## src/hw/rtl/wsd_pkg.sv

```systemverilog
package wsd_pkg;

	typedef struct packed {
		logic [7:0] data_byte;
		logic       chunk_first;
	} in_beat_t;

	typedef struct packed {
		logic [2:0] event_res;
		logic [7:0] payload_byte;
		logic       is_text;
		logic       last_of_message;
	} out_beat_t;

	typedef enum logic [4:0] {
		PH_IDLE    = 5'b00001,
		PH_HDR2    = 5'b00010,
		PH_EXTLEN  = 5'b00100,
		PH_KEY     = 5'b01000,
		PH_PAYLOAD = 5'b10000
	} phase_t;

	localparam logic [2:0] EV_BYTE    = 3'd0;
	localparam logic [2:0] EV_EMPTY   = 3'd1;
	localparam logic [2:0] EV_CLOSE   = 3'd2;
	localparam logic [2:0] EV_TOOLONG = 3'd3;
	localparam logic [2:0] EV_CONT    = 3'd4;

	localparam logic [3:0] OPC_CONT  = 4'h0;
	localparam logic [3:0] OPC_TEXT  = 4'h1;
	localparam logic [3:0] OPC_BIN   = 4'h2;
	localparam logic [3:0] OPC_CLOSE = 4'h8;

	localparam logic [6:0] LEN7_MAX   = 7'd125;
	localparam logic [6:0] LEN7_EXT16 = 7'd126;

	localparam logic [3:0] EXT16_BYTES = 4'd2;
	localparam logic [3:0] EXT64_BYTES = 4'd8;
	localparam logic [2:0] KEY_BYTES   = 3'd4;

	localparam logic [31:0] MAX_LEN_RESET = 32'd65535;

endpackage

```

## src/hw/rtl/wsd_in_stage.sv

```systemverilog
module wsd_in_stage (
	input  logic              clk,
	input  logic              arst_n,
	input  logic              in_valid,
	output logic              in_stall,
	input  wsd_pkg::in_beat_t in_beat,
	input  logic              adv,
	output logic              valid_s1,
	output wsd_pkg::in_beat_t beat_s1
);
	import wsd_pkg::*;

	logic load;

	assign in_stall = valid_s1 && !adv;
	assign load     = in_valid && !in_stall;

	always_ff @(posedge clk or negedge arst_n) begin
		if (!arst_n) begin
			valid_s1 <= 1'b0;
		end else if (load) begin
			valid_s1 <= 1'b1;
		end else if (adv) begin
			valid_s1 <= 1'b0;
		end
	end

	always_ff @(posedge clk) begin
		if (load) begin
			beat_s1 <= in_beat;
		end
	end

endmodule

```

## src/hw/rtl/wsd_parser.sv

```systemverilog
module wsd_parser (
	input  logic               clk,
	input  logic               arst_n,
	input  logic               step,
	input  wsd_pkg::in_beat_t  beat_s1,
	input  logic [31:0]        max_len,
	output logic               res_valid,
	output wsd_pkg::out_beat_t res
);
	import wsd_pkg::*;

	phase_t      phase_q, phase_d;
	logic        fin_q, fin_d;
	logic [3:0]  opc_q, opc_d;
	logic        mask_q, mask_d;
	logic [3:0]  ext_q, ext_d;
	logic [63:0] len_q, len_d;
	logic [31:0] key_q, key_d;
	logic [2:0]  keyl_q, keyl_d;
	logic [1:0]  midx_q, midx_d;
	logic        closed_q, closed_d;

	logic [7:0]  b;
	logic [6:0]  len7;
	logic        is_data;
	logic        txt;
	logic [7:0]  kb;

	assign b       = beat_s1.data_byte;
	assign len7    = b[6:0];
	assign is_data = (opc_q == OPC_TEXT) || (opc_q == OPC_BIN);
	assign txt     = (opc_q == OPC_TEXT);
	assign kb      = 8'(key_q >> {~midx_q, 3'b000});

	always_comb begin
		logic        lk;
		logic        hd;
		logic [63:0] lval;
		lk        = 1'b0;
		hd        = 1'b0;
		lval      = len_q;
		phase_d   = phase_q;
		fin_d     = fin_q;
		opc_d     = opc_q;
		mask_d    = mask_q;
		ext_d     = ext_q;
		len_d     = len_q;
		key_d     = key_q;
		keyl_d    = keyl_q;
		midx_d    = midx_q;
		closed_d  = closed_q;
		res_valid = 1'b0;
		res       = '0;

		if (closed_q) begin
			// closed until reset
		end else if (beat_s1.chunk_first) begin
			fin_d   = b[7];
			opc_d   = b[3:0];
			mask_d  = 1'b0;
			key_d   = '0;
			len_d   = '0;
			midx_d  = '0;
			ext_d   = '0;
			keyl_d  = '0;
			phase_d = PH_HDR2;
			if (b[3:0] == OPC_CLOSE) begin
				closed_d      = 1'b1;
				phase_d       = PH_IDLE;
				res_valid     = 1'b1;
				res.event_res = EV_CLOSE;
			end else if (b[3:0] == OPC_CONT) begin
				closed_d      = 1'b1;
				phase_d       = PH_IDLE;
				res_valid     = 1'b1;
				res.event_res = EV_CONT;
			end
		end else begin
			case (phase_q)
				PH_HDR2: begin
					mask_d = b[7];
					if (!is_data) begin
						phase_d = PH_IDLE;
					end else if (len7 <= LEN7_MAX) begin
						lk   = 1'b1;
						lval = {57'd0, len7};
					end else begin
						len_d   = '0;
						ext_d   = (len7 == LEN7_EXT16) ? EXT16_BYTES : EXT64_BYTES;
						phase_d = PH_EXTLEN;
					end
				end
				PH_EXTLEN: begin
					lval  = {len_q[55:0], b};
					len_d = lval;
					ext_d = ext_q - 4'd1;
					lk    = (ext_q == 4'd1);
				end
				PH_KEY: begin
					key_d  = {key_q[23:0], b};
					keyl_d = keyl_q - 3'd1;
					hd     = (keyl_q == 3'd1);
				end
				PH_PAYLOAD: begin
					midx_d = midx_q + 2'd1;
					len_d  = len_q - 64'd1;
					if (len_q == 64'd1) begin
						phase_d = PH_IDLE;
					end
					if (fin_q) begin
						res_valid           = 1'b1;
						res.event_res       = EV_BYTE;
						res.payload_byte    = b ^ kb;
						res.is_text         = txt;
						res.last_of_message = (len_q == 64'd1);
					end
				end
				default: begin
					// stray byte outside a frame
				end
			endcase

			if (lk) begin
				len_d = lval;
				if ((lval[63:32] != 32'd0) || (lval[31:0] > max_len)) begin
					closed_d      = 1'b1;
					phase_d       = PH_IDLE;
					res_valid     = 1'b1;
					res.event_res = EV_TOOLONG;
					res.is_text   = txt;
				end else if (mask_d) begin
					keyl_d  = KEY_BYTES;
					phase_d = PH_KEY;
				end else begin
					hd = 1'b1;
				end
			end

			if (hd) begin
				midx_d = '0;
				if (lval == 64'd0) begin
					phase_d = PH_IDLE;
					if (fin_q) begin
						res_valid           = 1'b1;
						res.event_res       = EV_EMPTY;
						res.is_text         = txt;
						res.last_of_message = 1'b1;
					end
				end else begin
					phase_d = PH_PAYLOAD;
				end
			end
		end
	end

	always_ff @(posedge clk or negedge arst_n) begin
		if (!arst_n) begin
			phase_q  <= PH_IDLE;
			fin_q    <= 1'b0;
			opc_q    <= '0;
			mask_q   <= 1'b0;
			ext_q    <= '0;
			len_q    <= '0;
			key_q    <= '0;
			keyl_q   <= '0;
			midx_q   <= '0;
			closed_q <= 1'b0;
		end else if (step) begin
			phase_q  <= phase_d;
			fin_q    <= fin_d;
			opc_q    <= opc_d;
			mask_q   <= mask_d;
			ext_q    <= ext_d;
			len_q    <= len_d;
			key_q    <= key_d;
			keyl_q   <= keyl_d;
			midx_q   <= midx_d;
			closed_q <= closed_d;
		end
	end

endmodule

```

## src/hw/rtl/wsd_out_stage.sv

```systemverilog
module wsd_out_stage (
	input  logic               clk,
	input  logic               arst_n,
	input  logic               step,
	input  logic               res_valid,
	input  wsd_pkg::out_beat_t res,
	output logic               free,
	output logic               out_valid,
	input  logic               out_stall,
	output wsd_pkg::out_beat_t out_beat
);
	import wsd_pkg::*;

	assign free = !out_valid || !out_stall;

	always_ff @(posedge clk or negedge arst_n) begin
		if (!arst_n) begin
			out_valid <= 1'b0;
		end else if (free) begin
			out_valid <= step && res_valid;
		end
	end

	always_ff @(posedge clk) begin
		if (free && step && res_valid) begin
			out_beat <= res;
		end
	end

endmodule

```

## src/hw/rtl/websocket_frame_deframer.sv

```systemverilog
// channel | direction | handshake          | beat
// in      | receive   | in_valid/in_stall   | in_beat (data_byte, chunk_first)
// out     | send      | out_valid/out_stall | out_beat (event, byte, text, last)
// cfg     | receive   | cfg_we              | cfg_wdata (max payload length)
//
// One beat a cycle unless out_stall holds the output: input register, header/payload FSM, output register.
// A result passes the input register and then the output register before it shows on out_valid.
// arst_n clears the valid flags and all FSM state; max payload length returns to 65535.
// out_stall holds the output register and, through it, the input register.
module websocket_frame_deframer (
	input  logic               clk,
	input  logic               arst_n,
	input  logic               in_valid,
	output logic               in_stall,
	input  wsd_pkg::in_beat_t  in_beat,
	output logic               out_valid,
	input  logic               out_stall,
	output wsd_pkg::out_beat_t out_beat,
	input  logic               cfg_we,
	input  logic [31:0]        cfg_wdata
);
	import wsd_pkg::*;

	logic        free;
	logic        valid_s1;
	in_beat_t    beat_s1;
	logic        step;
	logic        res_valid;
	out_beat_t   res;
	logic [31:0] max_len_q;

	always_ff @(posedge clk or negedge arst_n) begin
		if (!arst_n) begin
			max_len_q <= MAX_LEN_RESET;
		end else if (cfg_we) begin
			max_len_q <= cfg_wdata;
		end
	end

	assign step = valid_s1 && free;

	wsd_in_stage u_in (
		.clk      (clk),
		.arst_n   (arst_n),
		.in_valid (in_valid),
		.in_stall (in_stall),
		.in_beat  (in_beat),
		.adv      (free),
		.valid_s1 (valid_s1),
		.beat_s1  (beat_s1)
	);

	wsd_parser u_parser (
		.clk       (clk),
		.arst_n    (arst_n),
		.step      (step),
		.beat_s1   (beat_s1),
		.max_len   (max_len_q),
		.res_valid (res_valid),
		.res       (res)
	);

	wsd_out_stage u_out (
		.clk       (clk),
		.arst_n    (arst_n),
		.step      (step),
		.res_valid (res_valid),
		.res       (res),
		.free      (free),
		.out_valid (out_valid),
		.out_stall (out_stall),
		.out_beat  (out_beat)
	);

endmodule

```

## config.mk

```make
export PLATFORM = sky130hd
export DESIGN_NAME = websocket_frame_deframer
export DESIGN_NICKNAME = d
export VERILOG_FILES = /design/src/hw/rtl/wsd_pkg.sv /design/src/hw/rtl/wsd_in_stage.sv /design/src/hw/rtl/wsd_parser.sv /design/src/hw/rtl/wsd_out_stage.sv /design/src/hw/rtl/websocket_frame_deframer.sv
export SDC_FILE = /design/constraint.sdc
export NUM_CORES = 1
export LEC_CHECK = 0
export ABC_AREA = 1
export BUFFER_PORTS_ARGS = -buffer_cell sky130_fd_sc_hd__buf_2
export CAP_MARGIN = 40
export CORE_ASPECT_RATIO = 1.1
export CORE_MARGIN = 2
export CORE_UTILIZATION = 35
export CTS_CLUSTER_DIAMETER = 120
export DETAILED_ROUTE_END_ITERATION = 12
export PLACE_DENSITY = 0.48
export SETUP_SLACK_MARGIN = 0.02
export SLEW_MARGIN = 30
export SYNTH_ARGS = -nofsm -noshare
export SYNTH_HDL_FRONTEND = slang
export SYNTH_HIERARCHICAL = 1
export SYNTH_SLANG_ARGS = --single-unit
```

## constraint.sdc

```tcl
create_clock -name clk -period 6.4 [get_ports clk]
set_input_delay 1.28 -clock clk [delete_from_list [all_inputs] [get_ports clk]]
set_output_delay 1.28 -clock clk [all_outputs]
set_load 0.005 [all_outputs]
```

==> flow_summary.html <==
<table>
<tr><th>Metric</th><th>Value</th></tr>
<tr><th colspan="2">Floorplan</th></tr>
<tr><td>DIE AREA</td><td>35500 sq um</td></tr>
<tr><td>Placement row count</td><td>70</td></tr>
<tr><td>Die Width</td><td>180 um</td></tr>
<tr><td>Die height</td><td>roughly 200 um</td></tr>
<tr><td>Placeable core region</td><td>33400 sq um</td></tr>
<tr><td>Initial cell density of the core</td><td>0.356</td></tr>
<tr><td>I/O pin cnt</td><td>61</td></tr>
<tr><th colspan="2">Route</th></tr>
<tr><td>Vias per Instance</td><td>5.23</td></tr>
<tr><td>Routed len/inst</td><td>roughly 17 um</td></tr>
<tr><td>First drt pass iteration count</td><td>5</td></tr>
<tr><td>Number of antenna-violating nets in the routed design</td><td>0</td></tr>
<tr><td>DR vias</td><td>11400</td></tr>
<tr><td>Number of DRC violations after detailed routing</td><td>0</td></tr>
<tr><td>Final WL</td><td>37500 um</td></tr>
<tr><td>Iter 0 DRT Violations</td><td>909</td></tr>
<tr><th colspan="2">Clock network</th></tr>
<tr><td>Number of levels the H-tree was split into</td><td>4</td></tr>
<tr><td>CTS root buf</td><td>sky130_fd_sc_hd__clkbuf_16</td></tr>
<tr><td>Clock sink count</td><td>173</td></tr>
<tr><td>TritonCTS clock tree</td><td>built</td></tr>
<tr><td>Buffers inserted during post-CTS setup optimization</td><td>0</td></tr>
<tr><td>Clock latency of the later-clocked register in the worst-skew pair</td><td>460 ps</td></tr>
<tr><td>TritonCTS Buffers</td><td>17</td></tr>
<tr><td>Longest Clk Path Bufs</td><td>2</td></tr>
<tr><td>Clock transition at the registers of the reported paths</td><td>80 ps</td></tr>
<tr><td>Number of hold-repair buffers added at the cts stage</td><td>0</td></tr>
<tr><td>Total of cells resized after clock tree synthesis</td><td>0</td></tr>
<tr><th colspan="2">Timing</th></tr>
<tr><td>Final hold violation count</td><td>0</td></tr>
<tr><td>Final Skew</td><td>12.7 ps</td></tr>
<tr><td>Highest achievable clock rate</td><td>195 MHz</td></tr>
<tr><td>Transition time at the pin with the least slew margin</td><td>approximately 840 ps</td></tr>
<tr><td>Worst relative slew slack</td><td>0.439</td></tr>
<tr><td>Final worst-path cycle share</td><td>0.800</td></tr>
<tr><td>Setup Total Neg Slack</td><td>0 ps</td></tr>
<tr><td>Total count of max-transition violations in the final report</td><td>0</td></tr>
<tr><td>Final number of setup-violating endpoints</td><td>0</td></tr>
<tr><td>Tmin final</td><td>slightly above 5000 ps</td></tr>
<tr><td>Unrepaired setup endpoints after global routing</td><td>false</td></tr>
<tr><th colspan="2">Placed design</th></tr>
<tr><td>Detailed-placement wirelength estimate</td><td>26300 um</td></tr>
<tr><td>Count of input and output buffers</td><td>60</td></tr>
<tr><td>Final RePlAce weighted congestion</td><td>0.857</td></tr>
<tr><th colspan="2">Power</th></tr>
<tr><td>Switching share of power</td><td>0.271</td></tr>
<tr><td>Part of the power in combinational logic</td><td>0.059</td></tr>
<tr><td>Standby leakage power</td><td>6.05 nW</td></tr>
<tr><td>P_sw</td><td>649 uW</td></tr>
<tr><td>Clock network fraction of design power</td><td>0.457</td></tr>
<tr><td>Worst VDD drop</td><td>between 0.15 and 0.2 mV</td></tr>
<tr><td>Total design power</td><td>2.40 mW</td></tr>
<tr><td>Internal Power</td><td>roughly 1.7 mW</td></tr>
<tr><td>Power Dens Cells</td><td>183 nW/um^2</td></tr>
<tr><td>Portion of total power attributed to sequential cells</td><td>0.484</td></tr>
<tr><th colspan="2">Global routing</th></tr>
<tr><td>Global-route wire length before repair</td><td>61000 um</td></tr>
<tr><td>Via count of the first global-routing pass</td><td>11200</td></tr>
<tr><td>Antenna violations before repair</td><td>0</td></tr>
<tr><td>Overflow after GRT</td><td>0</td></tr>
<tr><td>Gr usage total</td><td>0.215</td></tr>
<tr><td>Largest net degree at the start of global routing</td><td>61</td></tr>
<tr><th colspan="2">Yosys</th></tr>
<tr><td>Count leader, synth</td><td>sky130_fd_sc_hd__nand2_1</td></tr>
<tr><td>Leading cell types by total area after synthesis</td><td>sky130_fd_sc_hd__dfrtp_1 28%, sky130_fd_sc_hd__nand2_1 12%, sky130_fd_sc_hd__inv_1 8.1%</td></tr>
<tr><td>Number of flops mapped to enable cells by yosys</td><td>22</td></tr>
<tr><td>Synth Register Bits</td><td>173</td></tr>
<tr><td>Net count of the mapped netlist</td><td>1798</td></tr>
<tr><td>Main synth FF type</td><td>sky130_fd_sc_hd__dfrtp_1</td></tr>
<tr><td>Mux contribution to synthesized area</td><td>0</td></tr>
<tr><td>Combinational family with the most area after synthesis</td><td>simple AND/OR/NAND/NOR gates</td></tr>
<tr><td>Average cell area after synthesis</td><td>6.94 sq um</td></tr>
<tr><td>Async set-or-reset flop fraction in the synthesized netlist</td><td>0.873</td></tr>
<tr><td>Adder-cell share of the synthesized area</td><td>0.0400</td></tr>
<tr><td>Seq/Total Area, Yosys</td><td>0.375</td></tr>
<tr><td>Gate Count Post-Synth</td><td>roughly 1700</td></tr>
<tr><td>Yosys warns</td><td>6</td></tr>
<tr><td>Xor and xnor fraction of the mapped netlist area</td><td>0.0103</td></tr>
<tr><td>Leading area contributor after synthesis</td><td>sky130_fd_sc_hd__dfrtp_1</td></tr>
<tr><td>Area fraction in and, or, nand and nor cells after synthesis</td><td>0.303</td></tr>
<tr><td>Portion of synthesized cell area occupied by the leading cell type</td><td>0.282</td></tr>
<tr><td>Top cells by instance count after synthesis</td><td>381 x sky130_fd_sc_hd__nand2_1, 257 x sky130_fd_sc_hd__inv_1, 194 x sky130_fd_sc_hd__nor2_1</td></tr>
<tr><td>Area of the mapped netlist</td><td>11900 sq um</td></tr>
<tr><td>Share of the synthesized area in compound gates (AO/OA/AOI/OAI)</td><td>0.154</td></tr>
<tr><td>Post-synth cell types</td><td>56</td></tr>
<tr><th colspan="2">Finish</th></tr>
<tr><td>Area added between synthesis and finish</td><td>10.1%</td></tr>
<tr><td>Net count of the finished layout</td><td>1827</td></tr>
<tr><td>Layout cell share with drive strength beyond 1</td><td>0.101</td></tr>
<tr><td>Diodes inserted</td><td>0</td></tr>
<tr><th colspan="2">Critical path</th></tr>
<tr><td>Sequence of cells on the critical path</td><td>nor2_2 -&gt; nand2_2 -&gt; nor2_4 -&gt; nand3_4 -&gt; nand2_2 -&gt; o21ai_0 -&gt; ha_1 -&gt; nand2_1 -&gt; nor2_1 -&gt; nand4_1 -&gt; nor3_1 -&gt; nand3_1 -&gt; nand2_1 -&gt; nand3_2 -&gt; nand2_4 -&gt; inv_2 -&gt; nand2_1 -&gt; nand3_1 -&gt; nand2_1 -&gt; nand2_1 -&gt; nor2_2</td></tr>
<tr><td>Critical-path top delay cell</td><td>sky130_fd_sc_hd__nand2_2</td></tr>
<tr><td>Required arrival time at the worst endpoint</td><td>6490 ps</td></tr>
<tr><td>Worst EP arrival</td><td>approximately 5200 ps</td></tr>
<tr><td>Largest fanout on the critical path</td><td>33</td></tr>
<tr><td>Cell count along the critical path</td><td>21</td></tr>
<tr><td>Crit path buf inv count</td><td>1</td></tr>
<tr><td>Number of cells on the worst reg-to-reg path</td><td>21</td></tr>
<tr><td>CP top delay family</td><td>simple AND/OR/NAND/NOR gates</td></tr>
<tr><td>Most used cell along the critical path</td><td>sky130_fd_sc_hd__nand2_1</td></tr>
<tr><td>Kind of critical path</td><td>register to register</td></tr>
<tr><td>Endpoint kind of the worst setup timing path</td><td>register</td></tr>
<tr><td>Critical Path Max Stage Delay</td><td>630 ps</td></tr>
<tr><td>Nature of the critical path startpoint</td><td>register</td></tr>
<tr><th colspan="2">Hold path</th></tr>
<tr><td>Worst hold stages</td><td>2</td></tr>
<tr><td>Class of the tightest hold or removal check</td><td>register to register</td></tr>
<tr><th colspan="2">Flow run</th></tr>
<tr><td>Number of violations of the max-capacitance limit</td><td>0</td></tr>
<tr><th colspan="2">Outcome</th></tr>
<tr><td>Run status</td><td>finished, final reports clean</td></tr>
</table>
## layout by cell type (no fill, tap or decap), types with 6 or more instances in the layout
cell type	n
sky130_fd_sc_hd__nor2_1	194
sky130_fd_sc_hd__inv_6	6
sky130_fd_sc_hd__o211ai_1	6
sky130_fd_sc_hd__xor2_1	11
sky130_fd_sc_hd__o31ai_1	12
sky130_fd_sc_hd__o21ai_0	162
sky130_fd_sc_hd__o22ai_1	50
sky130_fd_sc_hd__buf_2	59
sky130_fd_sc_hd__inv_2	9
sky130_fd_sc_hd__nand2_1	379
sky130_fd_sc_hd__edfxtp_1	22
sky130_fd_sc_hd__ha_1	38
sky130_fd_sc_hd__dfrtp_1	134
sky130_fd_sc_hd__nand3_1	143
sky130_fd_sc_hd__nor3_1	31
sky130_fd_sc_hd__a21oi_1	70
sky130_fd_sc_hd__nand2_2	20
sky130_fd_sc_hd__nor4_1	9
sky130_fd_sc_hd__o21ai_1	16
sky130_fd_sc_hd__buf_4	11
sky130_fd_sc_hd__inv_1	256
sky130_fd_sc_hd__dfstp_2	17
sky130_fd_sc_hd__clkbuf_16	17
sky130_fd_sc_hd__nand4_1	22
## kinds of logic after synthesis
logic type | count (synthesis)
buffers and inverters | 330
adders and majority gates | 38
DFF | 173
xor gates and xnor gates | 14
AOI/OAI and AO/OA | 335
and+or+nand+nor | 824
## per-stage QoR
stage / setup WS [ps] / hold slack (ps) / std cells / instance area [sq um] / util
final: 1280 / 462 / 2188 / 13100 / 0.392
after global routing: 786 / 474 / 2188 / 13100 / 0.392
after CTS: 1270 / 465 / 2188 / 13100 / 0.392
after detailed placement: 1350 / 452 / 2156 / 12500 / 0.375
after global placement: 1430 / 454 / 2154 / 12500 / 0.373
after floorplan: 2740 / 442 / 1714 / 11900 / -
## cell type report
cell class	count	area [sq um]
clock buffer	17	425
clock inverter	15	166
fill	3620	20300
inverter	267	1010
multi-input combinational	1211	6060
sequential	173	4460
tap	432	541
timing repair buffer	73	432
## path summary, 6_finish.rpt
kind	from	to	slack, ps
min	max_len_q[12]$_DFFE_PN1P_	max_len_q[12]$_DFFE_PN1P_	460
max	u_parser/phase_q[2]$_DFFE_PN0P_	u_out/out_beat[12]$_DFFE_PP_	1280
max in group asynchronous	arst_n	u_parser/key_q[24]$_DFFE_PN0P_	4500
min in group asynchronous	arst_n	max_len_q[31]$_DFFE_PN0P_	730
max reg2reg	u_parser/phase_q[2]$_DFFE_PN0P_	u_out/out_beat[12]$_DFFE_PP_	1280
min reg2reg	max_len_q[12]$_DFFE_PN1P_	max_len_q[12]$_DFFE_PN1P_	460
## worst min-delay path, delay by kind of cell, from the launching register on
kind	cells	cell delay, ps
DFF	1	370
and+or+nand+nor	2	90
## sequential cells by signal, summed over array words and instances (netlist names), 2 cells and up
name,flops
u_parser/phase_q,5
max_len_q,32
u_parser/opc_q,4
u_in/beat_s1,9
u_parser/midx_q,2
u_parser/key_q,32
u_out/out_beat,13
u_parser/ext_q,4
u_parser/len_q,64
u_parser/keyl_q,3
## power by group through the flow
stage | Combinational (mW) | Sequential, mW | Clock [mW]
after floorplan | 0.0866 | 1.17 | 0
after global placement | 0.142 | 1.18 | 0
after detailed placement | 0.146 | 1.18 | 0
after CTS | 0.147 | 1.16 | 1.13
after global routing | 0.168 | 1.16 | 1.17
final | 0.142 | 1.16 | 1.09
## metal layers
metal  GRT usage  wire, um  up-vias
li1            -         -     5670
met1       0.296     17800     5436
met2       0.347     17200      285
met3      0.0334      1440       53
met4      0.0696       967        0
met5           0         0        -
No activity file was read; power rests on OpenSTA's default activity.
